**config.mk**
```make
export PLATFORM = sky130hd
export DESIGN_NAME = two_level_bitmap_slot_allocator_unit_flat
export DESIGN_NICKNAME = d
export VERILOG_FILES = /design/src/rtl/core/tlbsa_pkg.sv /design/src/rtl/core/tlbsa_req_if.sv /design/src/rtl/core/tlbsa_rsp_if.sv /design/src/rtl/core/two_level_bitmap_slot_allocator_unit.sv /design/src/rtl/core/tlbsa_ram.sv /design/src/rtl/core/tlbsa_ctrl.sv /design/src/rtl/core/tlbsa_dp.sv /design/src/flat_wrapper.sv
export VERILOG_INCLUDE_DIRS = /design/src /design/src/rtl/core
export SDC_FILE = /design/constraint.sdc
export NUM_CORES = 2
export LEC_CHECK = 0
export BUFFER_PORTS_ARGS = -buffer_cell sky130_fd_sc_hd__clkbuf_2
export CORE_MARGIN = 10
export CORE_UTILIZATION = 35
export DETAILED_ROUTE_END_ITERATION = 16
export SLEW_MARGIN = 20
export SYNTH_ARGS = -nofsm -noshare
export SYNTH_HDL_FRONTEND = slang
export SYNTH_MEMORY_MAX_BITS = 65536
export SYNTH_SLANG_ARGS = --single-unit
```
**constraint.sdc**
```tcl
create_clock -name i_clk -period 19.5 [get_ports i_clk]
set_input_delay 0.975 -clock i_clk [delete_from_list [all_inputs] [get_ports i_clk]]
set_output_delay 0.975 -clock i_clk [all_outputs]
set_load 0.1 [all_outputs]
```
**src/rtl/core/assert_macros.svh**
```systemverilog
// Assertion macros shared by the allocator RTL.
// Depends on nothing; included by the modules that carry assertions.
`ifndef ASSERT_MACROS_SVH
`define ASSERT_MACROS_SVH

// Same-cycle implication, checked at every rising edge outside reset.
`define ASSERT_IMPLIES(label, clk, rst_n, ante, cons, msg) \
    label: assert property (@(posedge clk) disable iff (!rst_n) (ante) |-> (cons)) \
        else $error(msg);

// Next-cycle implication, checked at every rising edge outside reset.
`define ASSERT_NEXT(label, clk, rst_n, ante, cons, msg) \
    label: assert property (@(posedge clk) disable iff (!rst_n) (ante) |=> (cons)) \
        else $error(msg);

`endif

```
**src/rtl/core/tlbsa_pkg.sv**
```systemverilog
// Package of the two-level bitmap slot allocator: command and status codes,
// field widths and the command/status structs between controller and datapath.
// Depends on nothing.
package tlbsa_pkg;

    // Field widths of the request and response words.
    localparam int CMD_W    = 2;
    localparam int STATUS_W = 2;
    localparam int IDX_W    = 6;
    localparam int OCC_W    = 7;
    localparam int CFG_W    = 7;

    // Request commands; the unused code behaves as a check.
    localparam logic [CMD_W-1:0] CMD_ALLOC   = 2'd0;
    localparam logic [CMD_W-1:0] CMD_RELEASE = 2'd1;
    localparam logic [CMD_W-1:0] CMD_CHECK   = 2'd2;

    // Response status codes.
    localparam logic [STATUS_W-1:0] ST_OK       = 2'd0;
    localparam logic [STATUS_W-1:0] ST_NO_ENTRY = 2'd1;
    localparam logic [STATUS_W-1:0] ST_NO_FREE  = 2'd2;

    // Reset value of the slots-per-page register.
    localparam logic [CFG_W-1:0] SPP_RESET = 7'd64;

    // Commands from the controller to the datapath.
    typedef struct packed {
        logic clr_we;   // write one zero row of the clearing pass
        logic capture;  // latch the request and start the map read
        logic exec;     // modify the row, write it back, load the response
    } t_dp_cmd;

    // Status from the datapath to the controller.
    typedef struct packed {
        logic clr_last; // the clearing pass is at its last row
    } t_dp_stat;

endpackage

```
**src/rtl/core/tlbsa_req_if.sv**
```systemverilog
// Request channel of the slot allocator: valid/ready and the request word.
// Depends on tlbsa_pkg.
interface tlbsa_req_if;
    logic                          valid;
    logic                          ready;
    logic [tlbsa_pkg::CMD_W-1:0]   command;
    logic [tlbsa_pkg::IDX_W-1:0]   page_index;
    logic [tlbsa_pkg::IDX_W-1:0]   slot_index;

    modport source (output valid, command, page_index, slot_index, input ready);
    modport sink   (input valid, command, page_index, slot_index, output ready);
endinterface

```
**src/rtl/core/tlbsa_rsp_if.sv**
```systemverilog
// Response channel of the slot allocator: valid/ready and the response word.
// Depends on tlbsa_pkg.
interface tlbsa_rsp_if;
    logic                             valid;
    logic                             ready;
    logic [tlbsa_pkg::STATUS_W-1:0]   status;
    logic [tlbsa_pkg::IDX_W-1:0]      result_page;
    logic [tlbsa_pkg::IDX_W-1:0]      result_slot;
    logic [tlbsa_pkg::OCC_W-1:0]      page_occupancy;

    modport source (output valid, status, result_page, result_slot, page_occupancy,
                    input ready);
    modport sink   (input valid, status, result_page, result_slot, page_occupancy,
                    output ready);
endinterface

```
**src/rtl/core/two_level_bitmap_slot_allocator_unit.sv**
```systemverilog
// Top level of the two-level bitmap slot allocator.
// Depends on tlbsa_pkg, tlbsa_req_if, tlbsa_rsp_if, tlbsa_ram, tlbsa_ctrl, tlbsa_dp.
//
// Usage:
//   i_req carries one request word (allocate, release or check of a slot);
//   o_rsp returns exactly one response word per request, in order. Both are
//   valid/ready channels. i_cfg_we/i_cfg_wdata write the slots-per-page limit;
//   write it only while no request is in flight.
// Request sequence:
//   The page row is read at the edge that takes the request; the execute step
//   that follows modifies it, writes it back and loads the response word,
//   which is then valid. No new request is taken during the execute step, as
//   the row memory that holds maps and counts is in its read-modify-write.
// Reset:
//   Reset clears the full-page map and the limit goes to 64. The row memory
//   is then zeroed by a clearing pass over all NUM_PAGES rows, during which
//   i_req.ready is low.
// Stall:
//   While a response waits on o_rsp, the next request is taken only in the
//   cycle in which that response is taken; the response word holds meanwhile.
module two_level_bitmap_slot_allocator_unit #(
    parameter int NUM_PAGES = 64,
    parameter int SLOT_BITS = 64
) (
    input  logic                         i_clk,
    input  logic                         i_rst_n,
    tlbsa_req_if.sink                    i_req,
    tlbsa_rsp_if.source                  o_rsp,
    input  logic                         i_cfg_we,
    input  logic [tlbsa_pkg::CFG_W-1:0]  i_cfg_wdata
);

    localparam int PAGE_W = $clog2(NUM_PAGES);
    localparam int ROW_W  = SLOT_BITS + $clog2(SLOT_BITS + 1);

    tlbsa_pkg::t_dp_cmd  dp_cmd;
    tlbsa_pkg::t_dp_stat dp_stat;

    logic              ram_we;
    logic [PAGE_W-1:0] ram_waddr;
    logic [ROW_W-1:0]  ram_wdata;
    logic              ram_re;
    logic [PAGE_W-1:0] ram_raddr;
    logic [ROW_W-1:0]  ram_rdata;

    // Sequencer for the clearing pass, handshakes and execute step.
    tlbsa_ctrl u_ctrl (
        .i_clk       (i_clk),
        .i_rst_n     (i_rst_n),
        .i_in_valid  (i_req.valid),
        .o_in_ready  (i_req.ready),
        .o_out_valid (o_rsp.valid),
        .i_out_ready (o_rsp.ready),
        .o_cmd       (dp_cmd),
        .i_stat      (dp_stat)
    );

    // Search, update and response datapath.
    tlbsa_dp #(
        .NUM_PAGES (NUM_PAGES),
        .SLOT_BITS (SLOT_BITS)
    ) u_dp (
        .i_clk            (i_clk),
        .i_rst_n          (i_rst_n),
        .i_cmd            (dp_cmd),
        .o_stat           (dp_stat),
        .i_cfg_we         (i_cfg_we),
        .i_cfg_wdata      (i_cfg_wdata),
        .i_command        (i_req.command),
        .i_page_index     (i_req.page_index),
        .i_slot_index     (i_req.slot_index),
        .o_status         (o_rsp.status),
        .o_result_page    (o_rsp.result_page),
        .o_result_slot    (o_rsp.result_slot),
        .o_page_occupancy (o_rsp.page_occupancy),
        .o_ram_we         (ram_we),
        .o_ram_waddr      (ram_waddr),
        .o_ram_wdata      (ram_wdata),
        .o_ram_re         (ram_re),
        .o_ram_raddr      (ram_raddr),
        .i_ram_rdata      (ram_rdata)
    );

    // One row per page: slot map in the low bits, occupancy count on top.
    tlbsa_ram #(
        .WIDTH (ROW_W),
        .DEPTH (NUM_PAGES)
    ) u_row_ram (
        .i_clk   (i_clk),
        .i_we    (ram_we),
        .i_waddr (ram_waddr),
        .i_wdata (ram_wdata),
        .i_re    (ram_re),
        .i_raddr (ram_raddr),
        .o_rdata (ram_rdata)
    );

endmodule

```
**src/rtl/core/tlbsa_ram.sv**
```systemverilog
// Generic simple dual-port RAM with one write port and a registered read port.
// Depends on nothing.
module tlbsa_ram #(
    parameter int WIDTH = 8,
    parameter int DEPTH = 64
) (
    input  logic                     i_clk,
    input  logic                     i_we,
    input  logic [$clog2(DEPTH)-1:0] i_waddr,
    input  logic [WIDTH-1:0]         i_wdata,
    input  logic                     i_re,
    input  logic [$clog2(DEPTH)-1:0] i_raddr,
    output logic [WIDTH-1:0]         o_rdata
);

    logic [WIDTH-1:0] r_mem [DEPTH];
    logic [WIDTH-1:0] r_rdata;

    // Write port and registered read port.
    always_ff @(posedge i_clk) begin
        if (i_we) begin
            r_mem[i_waddr] <= i_wdata;
        end
        if (i_re) begin
            r_rdata <= r_mem[i_raddr];
        end
    end

    assign o_rdata = r_rdata;

endmodule

```
**src/rtl/core/tlbsa_ctrl.sv**
```systemverilog
// Controller of the slot allocator: clearing pass, request handshake,
// execute step and the response valid flag. Depends on tlbsa_pkg, assert_macros.svh.
`include "assert_macros.svh"

module tlbsa_ctrl (
    input  logic                 i_clk,
    input  logic                 i_rst_n,
    input  logic                 i_in_valid,
    output logic                 o_in_ready,
    output logic                 o_out_valid,
    input  logic                 i_out_ready,
    output tlbsa_pkg::t_dp_cmd   o_cmd,
    input  tlbsa_pkg::t_dp_stat  i_stat
);

    localparam logic [1:0] S_CLEAR = 2'd0;
    localparam logic [1:0] S_IDLE  = 2'd1;
    localparam logic [1:0] S_EXEC  = 2'd2;

    logic [1:0] r_state;
    logic [1:0] n_state;
    logic       r_out_valid;
    logic       n_out_valid;
    logic       in_ready;
    tlbsa_pkg::t_dp_cmd cmd;

    // Next state and datapath commands. A request is taken only when the
    // response register is empty or being emptied in the same cycle.
    always_comb begin
        n_state  = r_state;
        cmd      = '0;
        in_ready = 1'b0;
        case (r_state)
            S_CLEAR: begin
                cmd.clr_we = 1'b1;
                if (i_stat.clr_last) begin
                    n_state = S_IDLE;
                end
            end
            S_IDLE: begin
                in_ready = !r_out_valid || i_out_ready;
                if (in_ready && i_in_valid) begin
                    cmd.capture = 1'b1;
                    n_state     = S_EXEC;
                end
            end
            S_EXEC: begin
                cmd.exec = 1'b1;
                n_state  = S_IDLE;
            end
            default: begin
                n_state = S_CLEAR;
            end
        endcase
    end

    // Response valid: set by the execute step, cleared when the word is taken.
    always_comb begin
        if (cmd.exec) begin
            n_out_valid = 1'b1;
        end else if (i_out_ready) begin
            n_out_valid = 1'b0;
        end else begin
            n_out_valid = r_out_valid;
        end
    end

    always_ff @(posedge i_clk) begin
        if (!i_rst_n) begin
            r_state     <= S_CLEAR;
            r_out_valid <= 1'b0;
        end else begin
            r_state     <= n_state;
            r_out_valid <= n_out_valid;
        end
    end

    assign o_in_ready  = in_ready;
    assign o_out_valid = r_out_valid;
    assign o_cmd       = cmd;

    // Every execute step leaves a response waiting.
    `ASSERT_NEXT(a_exec_gives_rsp, i_clk, i_rst_n, r_state == S_EXEC, r_out_valid, "execute step without response")
    // A response only appears right after an execute step.
    `ASSERT_IMPLIES(a_rsp_from_exec, i_clk, i_rst_n, $rose(r_out_valid), $past(r_state) == S_EXEC, "response without execute step")

endmodule

```
**src/rtl/core/tlbsa_dp.sv**
```systemverilog
// Datapath of the slot allocator: full-page map, find-first-zero on pages and
// slots, row read-modify-write and response register. Depends on tlbsa_pkg,
// assert_macros.svh; drives the ports of one tlbsa_ram.
`include "assert_macros.svh"

module tlbsa_dp #(
    parameter int NUM_PAGES = 64,
    parameter int SLOT_BITS = 64
) (
    input  logic                                 i_clk,
    input  logic                                 i_rst_n,
    input  tlbsa_pkg::t_dp_cmd                   i_cmd,
    output tlbsa_pkg::t_dp_stat                  o_stat,
    // configuration register write
    input  logic                                 i_cfg_we,
    input  logic [tlbsa_pkg::CFG_W-1:0]          i_cfg_wdata,
    // request word
    input  logic [tlbsa_pkg::CMD_W-1:0]          i_command,
    input  logic [tlbsa_pkg::IDX_W-1:0]          i_page_index,
    input  logic [tlbsa_pkg::IDX_W-1:0]          i_slot_index,
    // response word
    output logic [tlbsa_pkg::STATUS_W-1:0]       o_status,
    output logic [tlbsa_pkg::IDX_W-1:0]          o_result_page,
    output logic [tlbsa_pkg::IDX_W-1:0]          o_result_slot,
    output logic [tlbsa_pkg::OCC_W-1:0]          o_page_occupancy,
    // row memory: slot map and count of each page
    output logic                                 o_ram_we,
    output logic [$clog2(NUM_PAGES)-1:0]         o_ram_waddr,
    output logic [SLOT_BITS+$clog2(SLOT_BITS+1)-1:0] o_ram_wdata,
    output logic                                 o_ram_re,
    output logic [$clog2(NUM_PAGES)-1:0]         o_ram_raddr,
    input  logic [SLOT_BITS+$clog2(SLOT_BITS+1)-1:0] i_ram_rdata
);

    localparam int PAGE_W = $clog2(NUM_PAGES);
    localparam int SLOT_W = $clog2(SLOT_BITS);
    localparam int CNT_W  = $clog2(SLOT_BITS + 1);
    localparam int CMP_W  = (CNT_W > tlbsa_pkg::CFG_W) ? CNT_W : tlbsa_pkg::CFG_W;
    localparam int IDX_W  = tlbsa_pkg::IDX_W;
    localparam int OCC_W  = tlbsa_pkg::OCC_W;

    // Configuration and map state.
    logic [tlbsa_pkg::CFG_W-1:0] r_spp;
    logic [NUM_PAGES-1:0]        r_full;
    logic [PAGE_W-1:0]           r_clr_addr;

    // Captured request.
    logic [tlbsa_pkg::CMD_W-1:0] r_cmd;
    logic [IDX_W-1:0]            r_page;
    logic [IDX_W-1:0]            r_slot;
    logic [PAGE_W-1:0]           r_addr;
    logic                        r_oor;
    logic                        r_nofree;

    // Response register.
    logic [tlbsa_pkg::STATUS_W-1:0] r_status;
    logic [IDX_W-1:0]               r_res_page;
    logic [IDX_W-1:0]               r_res_slot;
    logic [OCC_W-1:0]               r_res_occ;

    logic [NUM_PAGES-1:0] page_free_oh;
    logic [PAGE_W-1:0]    page_first;
    logic                 in_oor;

    logic [SLOT_BITS-1:0] w;
    logic [CNT_W-1:0]     cnt;
    logic [SLOT_BITS-1:0] slot_free_oh;
    logic [SLOT_W-1:0]    slot_first;
    logic                 has_free;
    logic [SLOT_W-1:0]    slot_sel;
    logic [SLOT_BITS-1:0] bit_oh;
    logic                 cur_bit;
    logic                 is_alloc;
    logic                 is_rel;
    logic                 alloc_ok;
    logic                 rel_ok;
    logic [CNT_W-1:0]     new_cnt;
    logic [SLOT_BITS-1:0] new_w;
    logic [CMP_W-1:0]     spp_x;
    logic [CMP_W-1:0]     max_x;
    logic [CMP_W-1:0]     lim;
    logic                 reaches;

    logic [tlbsa_pkg::STATUS_W-1:0] n_status;
    logic [IDX_W-1:0]               n_res_page;
    logic [IDX_W-1:0]               n_res_slot;
    logic [CNT_W-1:0]               n_res_cnt;
    logic [PAGE_W+IDX_W-1:0]        page_ext;
    logic [SLOT_W+IDX_W-1:0]        slot_ext;
    logic [CNT_W+OCC_W-1:0]         occ_ext;

    // Lowest page whose full bit is clear: isolate the lowest zero, then encode.
    always_comb begin
        page_free_oh = ~r_full & (r_full + NUM_PAGES'(1));
        page_first   = '0;
        for (int i = 0; i < NUM_PAGES; i++) begin
            if (page_free_oh[i]) begin
                page_first = page_first | PAGE_W'(i);
            end
        end
    end

    // Release and check addresses beyond the configured store are refused.
    assign in_oor = (32'(i_page_index) >= 32'(NUM_PAGES))
                 || (32'(i_slot_index) >= 32'(SLOT_BITS));

    // Row read at capture: the chosen page for allocate, else the given page.
    assign o_ram_re    = i_cmd.capture;
    assign o_ram_raddr = (i_command == tlbsa_pkg::CMD_ALLOC) ? page_first
                                                              : PAGE_W'(i_page_index);

    // Split the row read back from memory.
    assign w   = i_ram_rdata[SLOT_BITS-1:0];
    assign cnt = i_ram_rdata[SLOT_BITS+CNT_W-1:SLOT_BITS];

    // Lowest clear slot of the row.
    always_comb begin
        slot_free_oh = ~w & (w + SLOT_BITS'(1));
        slot_first   = '0;
        for (int i = 0; i < SLOT_BITS; i++) begin
            if (slot_free_oh[i]) begin
                slot_first = slot_first | SLOT_W'(i);
            end
        end
    end

    assign has_free = ~&w;
    assign is_alloc = (r_cmd == tlbsa_pkg::CMD_ALLOC);
    assign is_rel   = (r_cmd == tlbsa_pkg::CMD_RELEASE);
    assign slot_sel = is_alloc ? slot_first : SLOT_W'(r_slot);
    assign bit_oh   = is_alloc ? slot_free_oh : (SLOT_BITS'(1) << slot_sel);
    assign cur_bit  = |(w & bit_oh);
    assign alloc_ok = is_alloc && !r_nofree && has_free;
    assign rel_ok   = is_rel && !r_oor && cur_bit;

    // Count update saturates at zero and at the row width.
    always_comb begin
        if (is_alloc) begin
            new_cnt = (cnt < CNT_W'(SLOT_BITS)) ? cnt + CNT_W'(1) : cnt;
            new_w   = w | bit_oh;
        end else begin
            new_cnt = (cnt != '0) ? cnt - CNT_W'(1) : cnt;
            new_w   = w & ~bit_oh;
        end
    end

    // Effective page limit: the register clamped to one through the row width.
    always_comb begin
        spp_x = CMP_W'(r_spp);
        max_x = CMP_W'(SLOT_BITS);
        if (spp_x == '0) begin
            lim = CMP_W'(1);
        end else if (spp_x > max_x) begin
            lim = max_x;
        end else begin
            lim = spp_x;
        end
    end

    assign reaches = CMP_W'(new_cnt) >= lim;

    // Row write: zero rows during the clearing pass, else the modified row.
    assign o_ram_we    = i_cmd.clr_we || (i_cmd.exec && (alloc_ok || rel_ok));
    assign o_ram_waddr = i_cmd.clr_we ? r_clr_addr : r_addr;
    assign o_ram_wdata = i_cmd.clr_we ? '0 : {new_cnt, new_w};

    assign o_stat.clr_last = (r_clr_addr == PAGE_W'(NUM_PAGES - 1));

    // Response word of the current request.
    always_comb begin
        n_res_page = r_page;
        n_res_slot = r_slot;
        n_res_cnt  = '0;
        page_ext   = (PAGE_W + IDX_W)'(r_addr);
        slot_ext   = (SLOT_W + IDX_W)'(slot_first);
        if (is_alloc) begin
            if (alloc_ok) begin
                n_status   = tlbsa_pkg::ST_OK;
                n_res_page = page_ext[IDX_W-1:0];
                n_res_slot = slot_ext[IDX_W-1:0];
                n_res_cnt  = new_cnt;
            end else begin
                n_status   = tlbsa_pkg::ST_NO_FREE;
                n_res_page = '0;
                n_res_slot = '0;
            end
        end else if (r_oor) begin
            n_status = tlbsa_pkg::ST_NO_ENTRY;
        end else if (!cur_bit) begin
            n_status  = tlbsa_pkg::ST_NO_ENTRY;
            n_res_cnt = cnt;
        end else begin
            n_status  = tlbsa_pkg::ST_OK;
            n_res_cnt = is_rel ? new_cnt : cnt;
        end
        occ_ext = (CNT_W + OCC_W)'(n_res_cnt);
    end

    // Control state: configuration, full map and clearing counter.
    always_ff @(posedge i_clk) begin
        if (!i_rst_n) begin
            r_spp      <= tlbsa_pkg::SPP_RESET;
            r_full     <= '0;
            r_clr_addr <= '0;
        end else begin
            if (i_cfg_we) begin
                r_spp <= i_cfg_wdata;
            end
            if (i_cmd.clr_we) begin
                r_clr_addr <= r_clr_addr + PAGE_W'(1);
            end
            if (i_cmd.exec && alloc_ok && reaches) begin
                r_full[r_addr] <= 1'b1;
            end else if (i_cmd.exec && rel_ok && !reaches) begin
                r_full[r_addr] <= 1'b0;
            end
        end
    end

    // Request capture and response register.
    always_ff @(posedge i_clk) begin
        if (i_cmd.capture) begin
            r_cmd    <= i_command;
            r_page   <= i_page_index;
            r_slot   <= i_slot_index;
            r_addr   <= o_ram_raddr;
            r_oor    <= in_oor;
            r_nofree <= &r_full;
        end
        if (i_cmd.exec) begin
            r_status   <= n_status;
            r_res_page <= n_res_page;
            r_res_slot <= n_res_slot;
            r_res_occ  <= occ_ext[OCC_W-1:0];
        end
    end

    assign o_status         = r_status;
    assign o_result_page    = r_res_page;
    assign o_result_slot    = r_res_slot;
    assign o_page_occupancy = r_res_occ;

    // A page marked full is never chosen for an allocation.
    `ASSERT_IMPLIES(a_alloc_not_full, i_clk, i_rst_n, i_cmd.exec && alloc_ok, !r_full[r_addr], "allocation on a full page")
    // A row written back never counts more slots than it has.
    `ASSERT_IMPLIES(a_cnt_bound, i_clk, i_rst_n, o_ram_we, o_ram_wdata[SLOT_BITS+CNT_W-1:SLOT_BITS] <= CNT_W'(SLOT_BITS), "slot count beyond row width")

endmodule
```
**src/flat_wrapper.sv**
```systemverilog
// flat-port wrapper written by rule: the top's interface ports become plain ports
module two_level_bitmap_slot_allocator_unit_flat 
#(
    parameter int NUM_PAGES = 64,
    parameter int SLOT_BITS = 64
)
  (i_clk, i_rst_n, i_cfg_we, i_cfg_wdata, i_req_valid, i_req_command, i_req_page_index, i_req_slot_index, i_req_ready, o_rsp_valid, o_rsp_status, o_rsp_result_page, o_rsp_result_slot, o_rsp_page_occupancy, o_rsp_ready);
  tlbsa_req_if i_req_i ();
  tlbsa_rsp_if o_rsp_i ();
  input  logic i_clk;
  input  logic i_rst_n;
  input  logic i_cfg_we;
  input  logic [tlbsa_pkg::CFG_W-1:0] i_cfg_wdata;
  input wire logic [$bits(i_req_i.valid)-1:0] i_req_valid;
  input wire logic [$bits(i_req_i.command)-1:0] i_req_command;
  input wire logic [$bits(i_req_i.page_index)-1:0] i_req_page_index;
  input wire logic [$bits(i_req_i.slot_index)-1:0] i_req_slot_index;
  output wire logic [$bits(i_req_i.ready)-1:0] i_req_ready;
  output wire logic [$bits(o_rsp_i.valid)-1:0] o_rsp_valid;
  output wire logic [$bits(o_rsp_i.status)-1:0] o_rsp_status;
  output wire logic [$bits(o_rsp_i.result_page)-1:0] o_rsp_result_page;
  output wire logic [$bits(o_rsp_i.result_slot)-1:0] o_rsp_result_slot;
  output wire logic [$bits(o_rsp_i.page_occupancy)-1:0] o_rsp_page_occupancy;
  input wire logic [$bits(o_rsp_i.ready)-1:0] o_rsp_ready;
  assign i_req_i.valid = i_req_valid;
  assign i_req_i.command = i_req_command;
  assign i_req_i.page_index = i_req_page_index;
  assign i_req_i.slot_index = i_req_slot_index;
  assign i_req_ready = i_req_i.ready;
  assign o_rsp_valid = o_rsp_i.valid;
  assign o_rsp_status = o_rsp_i.status;
  assign o_rsp_result_page = o_rsp_i.result_page;
  assign o_rsp_result_slot = o_rsp_i.result_slot;
  assign o_rsp_page_occupancy = o_rsp_i.page_occupancy;
  assign o_rsp_i.ready = o_rsp_ready;
  two_level_bitmap_slot_allocator_unit #(.NUM_PAGES(NUM_PAGES), .SLOT_BITS(SLOT_BITS)) u_core (.i_clk(i_clk), .i_rst_n(i_rst_n), .i_req(i_req_i), .o_rsp(o_rsp_i), .i_cfg_we(i_cfg_we), .i_cfg_wdata(i_cfg_wdata));
endmodule
```
Word level (Yosys, flattened, before mapping)
Memories as Yosys holds them, arrays and structs flattened. A register that Yosys moved wholly into a read port is not among the register bits. Index checks and enable logic that the tools add are counted.

Input port bits: 26. RAM bits: 4544. Output and inout port bits: 23. Bits in registers: 122. Memories kept: 1. Word-level logic and storage cells: 257.

Memories: u_core.u_row_ram.r_mem (depth 64, width 71, rd ports 1, clocked after Yosys merged registers in 1, wr ports 1, line tlbsa_ram.sv:16) `logic [WIDTH-1:0] r_mem [DEPTH];`.

Multiplexer cells: 184. Reductions and logical operators: 27. Add/subtract/negate cells: 5. Magnitude comparators: 5. Shift operators: 1. Eq/ne operators: 9. Bitwise gates (word level): 11.

Operators with widths (number): two-way mux 6 bit (75); two-way mux 64 bit (7); bitwise AND 64 bit (5); NOT 64 bit (4); two-way mux 5 bit (32); adder 64 x 1 -> 64 bit, second input constant (2); bitwise OR 64 bit (2); AND reduction 64 bit (2); two-way mux 7 bit (15); two-way mux 71 bit (1); two-way mux 4 bit (16); OR reduction 64 bit (1); left shift 1 x 6 -> 64 bit, first input constant (1); two-way mux 2 bit (13); two-way mux 3 bit (8); two-way mux 1 bit (15); logical AND 1 bit (10); adder 7 x 1 -> 7 bit, second input constant (1); greater-or-equal comparator 7 bit (1); greater-than comparator 7 bit, second input constant (1); logical NOT 7 bit (1); less-than comparator 6 x 7 -> 1 bit, second input constant (1); less-than comparator 7 bit, second input constant (1); nonzero test 7 bit (1); other kinds (16) (26).

Logic depth before layout (Yosys ltp)
Word-level depth: 78. Depth in mapped cells: 22.

By module
Synthesis repeated with hierarchy kept, for this count alone.

Cells, all modules: 8682. Area total of the unflattened synthesis: 184239.2 um2.

By module, submodules not included: tlbsa_ram (times used 1, sequential area each 138582.9 um2, cells each 7207, area each 173482.6 um2); tlbsa_dp (times used 1, sequential area each 2802.7 um2, cells each 1459, area each 10612.7 um2); tlbsa_ctrl (times used 1, sequential area each 60.1 um2, cells each 16, area each 143.9 um2).

Least setup slack after synthesis
No wires, ideal clock.

Kind: register to register. Start point: register u_core.u_row_ram.r_rdata[9], in the netlist u_core.u_row_ram.o_rdata[9] (read register of u_core.u_row_ram.r_mem). End point: memory u_core.u_row_ram.r_mem[32][0] (netlist name), enable pin. Stages on the path, launching flop included: 16. Path slack: 8.375 ns. Period minus slack after synthesis: 11.125 ns. Buffers on the path: 3. Data arrival time: 10.450 ns. Setup time: 0.675 ns. Cell sequence: edfxtp_1 > buf_2 > nand4_2 > or4_1 > or4_4 > o32ai_2 > or3_1 > o31a_2 > mux2_1 > a211oi_1 > a211oi_1 > and4_1 > o211a_1 > buf_2 > buf_2 > nor4_1.

Longest elaborated chain between the ends: 68. Elaborated cells between the ends (all ways): 72. Classes of those cells: add/sub (1); shift (1); mux (59); bitwise (3); reduce/logical (8).

RTL lines: start, declared (line tlbsa_ram.sv:17) `logic [WIDTH-1:0] r_rdata;`; adder 64 x 1 -> 64 bit / NOT 64 bit (equally long branches) (line tlbsa_dp.sv:118) `slot_free_oh = ~w & (w + SLOT_BITS'(1));`; bitwise AND 64 bit (line tlbsa_dp.sv:118); two-way mux 4 bit (7 in series) (line tlbsa_dp.sv:121) `if (slot_free_oh[i]) begin`; two-way mux 5 bit (16 in series) (line tlbsa_dp.sv:121); two-way mux 6 bit (32 in series) (line tlbsa_dp.sv:121); two-way mux 6 bit (line tlbsa_dp.sv:130) `assign slot_sel = is_alloc ? slot_first : SLOT_W'(r_slot);`; left shift 1 x 6 -> 64 bit (line tlbsa_dp.sv:131) `assign bit_oh = is_alloc ? slot_free_oh : (SLOT_BITS'(1) << slot_sel);`; two-way mux 64 bit (line tlbsa_dp.sv:131); bitwise AND 64 bit (line tlbsa_dp.sv:132) `assign cur_bit = |(w & bit_oh);`; OR reduction 64 bit (line tlbsa_dp.sv:132); logical AND 1 bit (line tlbsa_dp.sv:134) `assign rel_ok = is_rel && !r_oor && cur_bit;`; logical OR 1 bit * (line tlbsa_dp.sv:163) `assign o_ram_we = i_cmd.clr_we || (i_cmd.exec && (alloc_ok || rel_ok));`; logical AND 1 bit * (line tlbsa_dp.sv:163); logical OR 1 bit * (line tlbsa_dp.sv:163); two-way mux 1 bit * (line tlbsa_ram.sv:21) `if (i_we) begin`; two-way mux 1 bit (implied by the code) * (line tlbsa_ram.sv:22) `r_mem[i_waddr] <= i_wdata;`; end, declared (line tlbsa_ram.sv:16).

Every way passes the cells marked *; elsewhere a longest branch is shown, timed or not.

Final worst setup path
Start point: register u_core.u_row_ram.r_rdata[48], in the netlist u_core.u_row_ram.o_rdata[48] (read register of u_core.u_row_ram.r_mem). End point: memory u_core.u_row_ram.r_mem[16][60] (netlist name), enable pin.

Longest elaborated chain between the ends: 29. Elaborated cells between the ends (all ways): 33. Classes of those cells: add/sub (1); shift (1); mux (20); bitwise (3); reduce/logical (8).

RTL lines (line): adder 64 x 1 -> 64 bit / NOT 64 bit (equally long branches) (tlbsa_dp.sv:118); bitwise AND 64 bit (tlbsa_dp.sv:118); two-way mux 6 bit (16 in series) (tlbsa_dp.sv:121); two-way mux 6 bit (tlbsa_dp.sv:130); left shift 1 x 6 -> 64 bit (tlbsa_dp.sv:131); two-way mux 64 bit (tlbsa_dp.sv:131); bitwise AND 64 bit (tlbsa_dp.sv:132); OR reduction 64 bit (tlbsa_dp.sv:132); logical AND 1 bit (tlbsa_dp.sv:134); logical OR 1 bit * (tlbsa_dp.sv:163); logical AND 1 bit * (tlbsa_dp.sv:163); logical OR 1 bit * (tlbsa_dp.sv:163); two-way mux 1 bit * (tlbsa_ram.sv:21); two-way mux 1 bit (implied by the code) * (tlbsa_ram.sv:22).

Marked as above.

==> impl_results.html <==
<table>
<tr><th>Metric</th><th>Value</th></tr>
<tr><th colspan="2">Layout</th></tr>
<tr><td>Sequential cell area</td><td>between 100000 and 150000 sq um</td></tr>
<tr><td>Fillers</td><td>48604</td></tr>
<tr><td>Share of the core filled with cells</td><td>between 30% and 40%</td></tr>
<tr><td>Ratio of cells with drive above 1 in the final layout</td><td>between 10% and 20%</td></tr>
<tr><td>Non-Filler Cell Area, Final</td><td>between 200000 and 250000 sq um</td></tr>
<tr><td>Count of placed standard cells in the final layout, fillers left out</td><td>19069</td></tr>
<tr><td>Area Overhead vs Synth</td><td>13.50%</td></tr>
<tr><td>Multi-input gate area</td><td>about 46000 sq um</td></tr>
<tr><td>Layout Nets</td><td>11508</td></tr>
<tr><th colspan="2">Power</th></tr>
<tr><td>Static leakage power</td><td>69.77 nW</td></tr>
<tr><td>Net load switching power</td><td>4.689 mW</td></tr>
<tr><td>Combinational fraction of design power</td><td>~5.8%</td></tr>
<tr><td>Part of the power in the clock network</td><td>41.5%</td></tr>
<tr><td>Int Pwr</td><td>16.35 mW</td></tr>
<tr><td>Net Sw Frac</td><td>22.28%</td></tr>
<tr><td>Areal power density over the cells</td><td>between 90 and 100 nW/um^2</td></tr>
<tr><td>Total power of the final layout</td><td>roughly 21 mW</td></tr>
<tr><td>Highest ir drop seen on vdd</td><td>78.72 uV</td></tr>
<tr><td>Relative contribution of sequential cells to total power</td><td>52.7%</td></tr>
<tr><th colspan="2">Setup path</th></tr>
<tr><td>Register-to-Register Setup Slack</td><td>11.21 ns</td></tr>
<tr><td>Biggest fanout along the worst timing path</td><td>64</td></tr>
<tr><td>Crit Reg-Reg Endpoint</td><td>u_core.u_row_ram.r_mem[16][60]$_DFFE_PP_</td></tr>
<tr><td>Depth of the worst register-to-register path</td><td>14</td></tr>
<tr><td>Worst reg2reg path startpoint</td><td>u_core.u_row_ram.o_rdata[48]$_DFFE_PP_</td></tr>
<tr><td>Data required time of the critical path</td><td>around 20 ns</td></tr>
<tr><td>Type of destination of the critical path</td><td>flip-flop</td></tr>
<tr><td>Launching element type of the critical path</td><td>flip-flop</td></tr>
<tr><td>Data arrival at the endpoint of the critical path</td><td>8.85 ns</td></tr>
<tr><td>WS Path Type</td><td>reg2reg</td></tr>
<tr><th colspan="2">Clock network</th></tr>
<tr><td>CTS clk-pin slew, worst paths</td><td>0.06 ns</td></tr>
<tr><td>Maximum number of buffers from clock root to sink</td><td>4</td></tr>
<tr><td>Total of hold buffers inserted after clock tree synthesis</td><td>0</td></tr>
<tr><td>Clock buffer count from CTS</td><td>roughly 450</td></tr>
<tr><td>Post-CTS Repair Setup Buffers</td><td>0</td></tr>
<tr><td>Post-cts resize count</td><td>0</td></tr>
<tr><td>Clock tree root driver cell</td><td>clkbuf_16</td></tr>
<tr><td>Maximum level of the CTS H-tree</td><td>5</td></tr>
<tr><td>Clock insertion delay at the later pin of the skew report</td><td>~1.1 ns</td></tr>
<tr><td>CTS tree</td><td>yes</td></tr>
<tr><td>CTS sink cnt</td><td>4737</td></tr>
<tr><th colspan="2">Timing</th></tr>
<tr><td>Max Clk Rate</td><td>120.7 MHz</td></tr>
<tr><td>Number of hold-slack violations in the final timing report</td><td>0</td></tr>
<tr><td>Fin crit share</td><td>42.50%</td></tr>
<tr><td>Final count of pins violating max slew</td><td>0</td></tr>
<tr><td>Setup_tns</td><td>0 ns</td></tr>
<tr><td>Final Worst Setup Slack</td><td>11.21 ns</td></tr>
<tr><td>Clock tree skew after final layout</td><td>0.1318 ns</td></tr>
<tr><td>Final critical path time including I/O delays and setup</td><td>8.287 ns</td></tr>
<tr><td>Final-layout worst hold slack</td><td>0.09902 ns</td></tr>
<tr><td># setup viols final</td><td>0</td></tr>
<tr><td>Slew margin rel.</td><td>17.00%</td></tr>
<tr><td>RSZ-0062 raised after global routing</td><td>no</td></tr>
<tr><td>Least-Margin Pin Slew</td><td>approximately 1.2 ns</td></tr>
<tr><th colspan="2">Die</th></tr>
<tr><td>Horizontal die dimension</td><td>755.4 microns</td></tr>
<tr><td>Die area</td><td>570600 sq um</td></tr>
<tr><td>I/O Pins</td><td>49</td></tr>
<tr><td>Core area</td><td>539800 sq um</td></tr>
<tr><td>Effective utilization at floorplan</td><td>a little over a third</td></tr>
<tr><td>Die Y-Extent</td><td>approximately 760 microns</td></tr>
<tr><td>Core Rows</td><td>270</td></tr>
<tr><th colspan="2">Logic synthesis</th></tr>
<tr><td>Ys async rst share</td><td>0%</td></tr>
<tr><td>Syn Inst Count</td><td>11290</td></tr>
<tr><td>Number of storage elements in the synthesis netlist</td><td>4737</td></tr>
<tr><td>Most instantiated flip-flop cell in the synthesis netlist</td><td>edfxtp_1</td></tr>
<tr><td>Synthesis Warnings</td><td>0</td></tr>
<tr><td>Synthesized Nets</td><td>11327</td></tr>
<tr><td>Biggest area consumer among synthesized cells</td><td>edfxtp_1</td></tr>
<tr><td>Netlist cell types</td><td>87</td></tr>
<tr><td>Part of the Yosys area used for sequential elements</td><td>74.73%</td></tr>
<tr><td>Top post-synthesis cells by area</td><td>edfxtp_1, mux2i_1, o22ai_1</td></tr>
<tr><td>Number of enable-type register cells in the synthesized netlist</td><td>4657</td></tr>
<tr><td>Synth Area per Inst</td><td>16.76 sq um</td></tr>
<tr><td>Portion of synthesized cell area occupied by the leading cell type</td><td>73.89%</td></tr>
<tr><td>Mapped cell area</td><td>189300 sq um</td></tr>
<tr><th colspan="2">Drt</th></tr>
<tr><td>Routed vias/inst</td><td>5.730</td></tr>
<tr><td>DRC violation total after the first TritonRoute iteration</td><td>roughly 15000</td></tr>
<tr><td>Count of vias placed by the detailed router</td><td>109259</td></tr>
<tr><td>Highest routed metal layer</td><td>met5</td></tr>
<tr><td>Met1 WL</td><td>245600 microns</td></tr>
<tr><td>Number of remaining DRC errors</td><td>0</td></tr>
<tr><td>Total Routed Length</td><td>~590000 microns</td></tr>
<tr><td>Met3 WL</td><td>54720 microns</td></tr>
<tr><td>Post-detailed-route wirelength per cell</td><td>31.10 microns</td></tr>
<tr><td>Total met2 wirelength after detailed routing</td><td>274200 microns</td></tr>
<tr><td>Antenna Nets Post-Route</td><td>0</td></tr>
<tr><td>First-pass iteration count of the detailed router</td><td>9</td></tr>
<tr><th colspan="2">Worst hold path</th></tr>
<tr><td>End of the worst hold path</td><td>u_core.u_dp.r_slot[0]$_DFFE_PP_</td></tr>
<tr><td>Worst hold stages</td><td>1</td></tr>
<tr><td>Class of the worst hold path</td><td>in2reg</td></tr>
<tr><td>Hold wc startpoint</td><td>i_req_slot_index[0]</td></tr>
<tr><th colspan="2">Global route</th></tr>
<tr><td>Total overflow reported by the global router</td><td>0</td></tr>
<tr><td>Maximum number of pins on one net before global-route repair</td><td>148</td></tr>
<tr><td>Via count of the first global-routing pass</td><td>104268</td></tr>
<tr><td>First-pass GRT wire length</td><td>822700 microns</td></tr>
<tr><td>Initial antenna violation count</td><td>22</td></tr>
<tr><td>All-layer global routing usage</td><td>19.85%</td></tr>
<tr><th colspan="2">Placed design</th></tr>
<tr><td>Buffers added on ports</td><td>48</td></tr>
<tr><td>Instance count after placement with tap cells included</td><td>18225</td></tr>
<tr><td>Total placed instance area</td><td>200100 sq um</td></tr>
<tr><td>Setup WS pre-CTS</td><td>11.58 ns</td></tr>
<tr><td>DP HPWL</td><td>328200 microns</td></tr>
<tr><td>Placer congestion estimate</td><td>~0.95</td></tr>
<tr><th colspan="2">Run</th></tr>
<tr><td>Number of max-cap violations</td><td>0</td></tr>
<tr><th colspan="2">Run status</th></tr>
<tr><td>Run status</td><td>completed</td></tr>
</table>
flip-flops by register name, summed over array words and instances (netlist names), named ones only:
name                          cells
u_core.u_dp.o_status              2
u_core.u_dp.r_clr_addr            6
u_core.u_row_ram.o_rdata         71
u_core.u_dp.o_result_page         6
u_core.u_dp.r_slot                6
u_core.u_dp.r_page                6
u_core.u_dp.r_spp                 7
u_core.u_dp.r_nofree              1
u_core.u_ctrl.o_out_valid         1
u_core.u_dp.o_page_occupancy      7
u_core.u_row_ram.r_mem         4544
u_core.u_dp.r_addr                6
u_core.u_dp.r_cmd                 2
u_core.u_ctrl.r_state             2
u_core.u_dp.o_result_slot         6
layout by cell type, fill, tap and decap left out, types with 17 or more instances in the layout:
cell,Yosys,layout
o22ai_1,640,640
clkbuf_2,3,48
clkbuf_16,0,453
nor2_1,219,201
a211oi_1,166,147
o22a_1,67,67
nor2b_1,22,21
nand2b_1,33,29
o41ai_1,140,136
clkinv_2,0,97
or4_1,82,82
nor4_2,3,69
a21oi_4,0,19
mux2i_1,2447,2447
bufinv_16,0,41
edfxtp_1,4657,4657
inv_1,43,43
nand4_1,135,135
nand4b_1,18,18
a21oi_1,260,241
clkbuf_1,357,103
nand3_1,65,64
nor3_2,0,18
o211ai_1,75,75
and2_1,88,88
buf_4,0,367
a22oi_1,17,17
clkinv_1,0,95
o221ai_1,73,73
buf_12,0,28
nor4_1,113,47
and3_1,21,21
o21ai_0,141,141
a211oi_4,0,18
nor3_1,85,67
dfxtp_1,80,79
nand2_1,552,547
a31oi_1,91,90
power by group through the flow:
| stage | sequential, mW | combinational (mW) | clock [mW] |
|---|---|---|---|
| after detailed placement | 11.3 | 1.21 | 0 |
| after global routing | 11.1 | 1.27 | 9.23 |
| after global placement | 11.3 | 1.21 | 0 |
| final | 11.1 | 1.22 | 8.72 |
| after CTS | 11.1 | 1.21 | 8.83 |
| after floorplan | 11.3 | 0.782 | 0 |
synth_stat cells, types with 11 or more instances:
| master | n |
|---|---|
| edfxtp_1 | 4657 |
| mux2i_1 | 2447 |
| o22ai_1 | 640 |
| nand2_1 | 552 |
| clkbuf_1 | 357 |
| buf_2 | 271 |
| a21oi_1 | 260 |
| nor2_1 | 219 |
| a211oi_1 | 166 |
| o21ai_0 | 141 |
| o41ai_1 | 140 |
| nand4_1 | 135 |
| nor4_1 | 113 |
| a31oi_1 | 91 |
| and2_1 | 88 |
| nor3_1 | 85 |
| buf_1 | 84 |
| or4_1 | 82 |
| dfxtp_1 | 80 |
| o211ai_1 | 75 |
| o221ai_1 | 73 |
| o22a_1 | 67 |
| nand3_1 | 65 |
| inv_1 | 43 |
| nand2b_1 | 33 |
| nor2b_1 | 22 |
| and3_1 | 21 |
| nand4b_1 | 18 |
| a22oi_1 | 17 |
| or3_1 | 15 |
| a21o_1 | 14 |
| or2_2 | 13 |
| a22o_1 | 12 |
| and4_1 | 12 |
| o221a_2 | 12 |
| ha_1 | 11 |
worst max-delay path, cell delays in order, from the launching register on:
cell and delay (ns):
edfxtp_1 0.81, nand4_1 0.61, or2_2 0.56, or4_1 0.65
a311oi_1 0.58, a2111oi_0 0.20, nand3_1 0.39, nor2_1 0.12
o32ai_1 0.46, o31ai_1 0.16, and4_1 0.47, o211a_4 0.66
nor4_2 0.36, buf_4 0.74, buf_4 0.82
layout make-up:
class	count	share of cell area, %
antenna	4	0.004660
clock buffer	559	5.476
clock inverter	281	1.345
inverter	46	0.09086
multi-input combinational	5789	21.36
sequential	4737	65.85
tap	7208	4.198
timing repair buffer	445	1.673
how the worst max path moves through the flow:
stage                                                      start                                        to  slack (ns)  depth (start not counted)
after floorplan            u_core.u_row_ram.o_rdata[9]$_DFFE_PP_   u_core.u_row_ram.r_mem[32][0]$_DFFE_PP_        8.38                         15
after global placement    u_core.u_row_ram.o_rdata[48]$_DFFE_PP_  u_core.u_row_ram.r_mem[35][52]$_DFFE_PP_       11.51                         14
after detailed placement  u_core.u_row_ram.o_rdata[48]$_DFFE_PP_  u_core.u_row_ram.r_mem[35][52]$_DFFE_PP_       11.58                         14
after CTS                 u_core.u_row_ram.o_rdata[48]$_DFFE_PP_  u_core.u_row_ram.r_mem[16][60]$_DFFE_PP_       11.45                         14
after global routing      u_core.u_row_ram.o_rdata[48]$_DFFE_PP_  u_core.u_row_ram.r_mem[18][53]$_DFFE_PP_       11.16                         14
final                     u_core.u_row_ram.o_rdata[48]$_DFFE_PP_  u_core.u_row_ram.r_mem[16][60]$_DFFE_PP_       11.21                         14
kinds of logic (layout without fill, tap and decap cells):
group | count (synthesis) | in the layout | synth area share, %
buffers and inverters | 764 | 1331 | 1.708
adder cells (fa/ha/maj) | 11 | 11 | 0.07272
AND/OR/NAND/NOR | 1516 | 1516 | 4.060
AO/OA/AOI/OAI | 1807 | 1807 | 6.444
other | 0 | 4 | 0
multiplexers | 2449 | 2449 | 12.95
flip-flops | 4737 | 4737 | 74.73
XOR/XNOR | 6 | 6 | 0.02777
per-layer routing:
metal	vias to the layer above	GRT usage, %
li1	45811	-
met1	57002	27.81
met4	4	5.646
met5	-	0
met2	5463	31.81
met3	979	3.435
No activity file was read; power rests on OpenSTA's default activity.
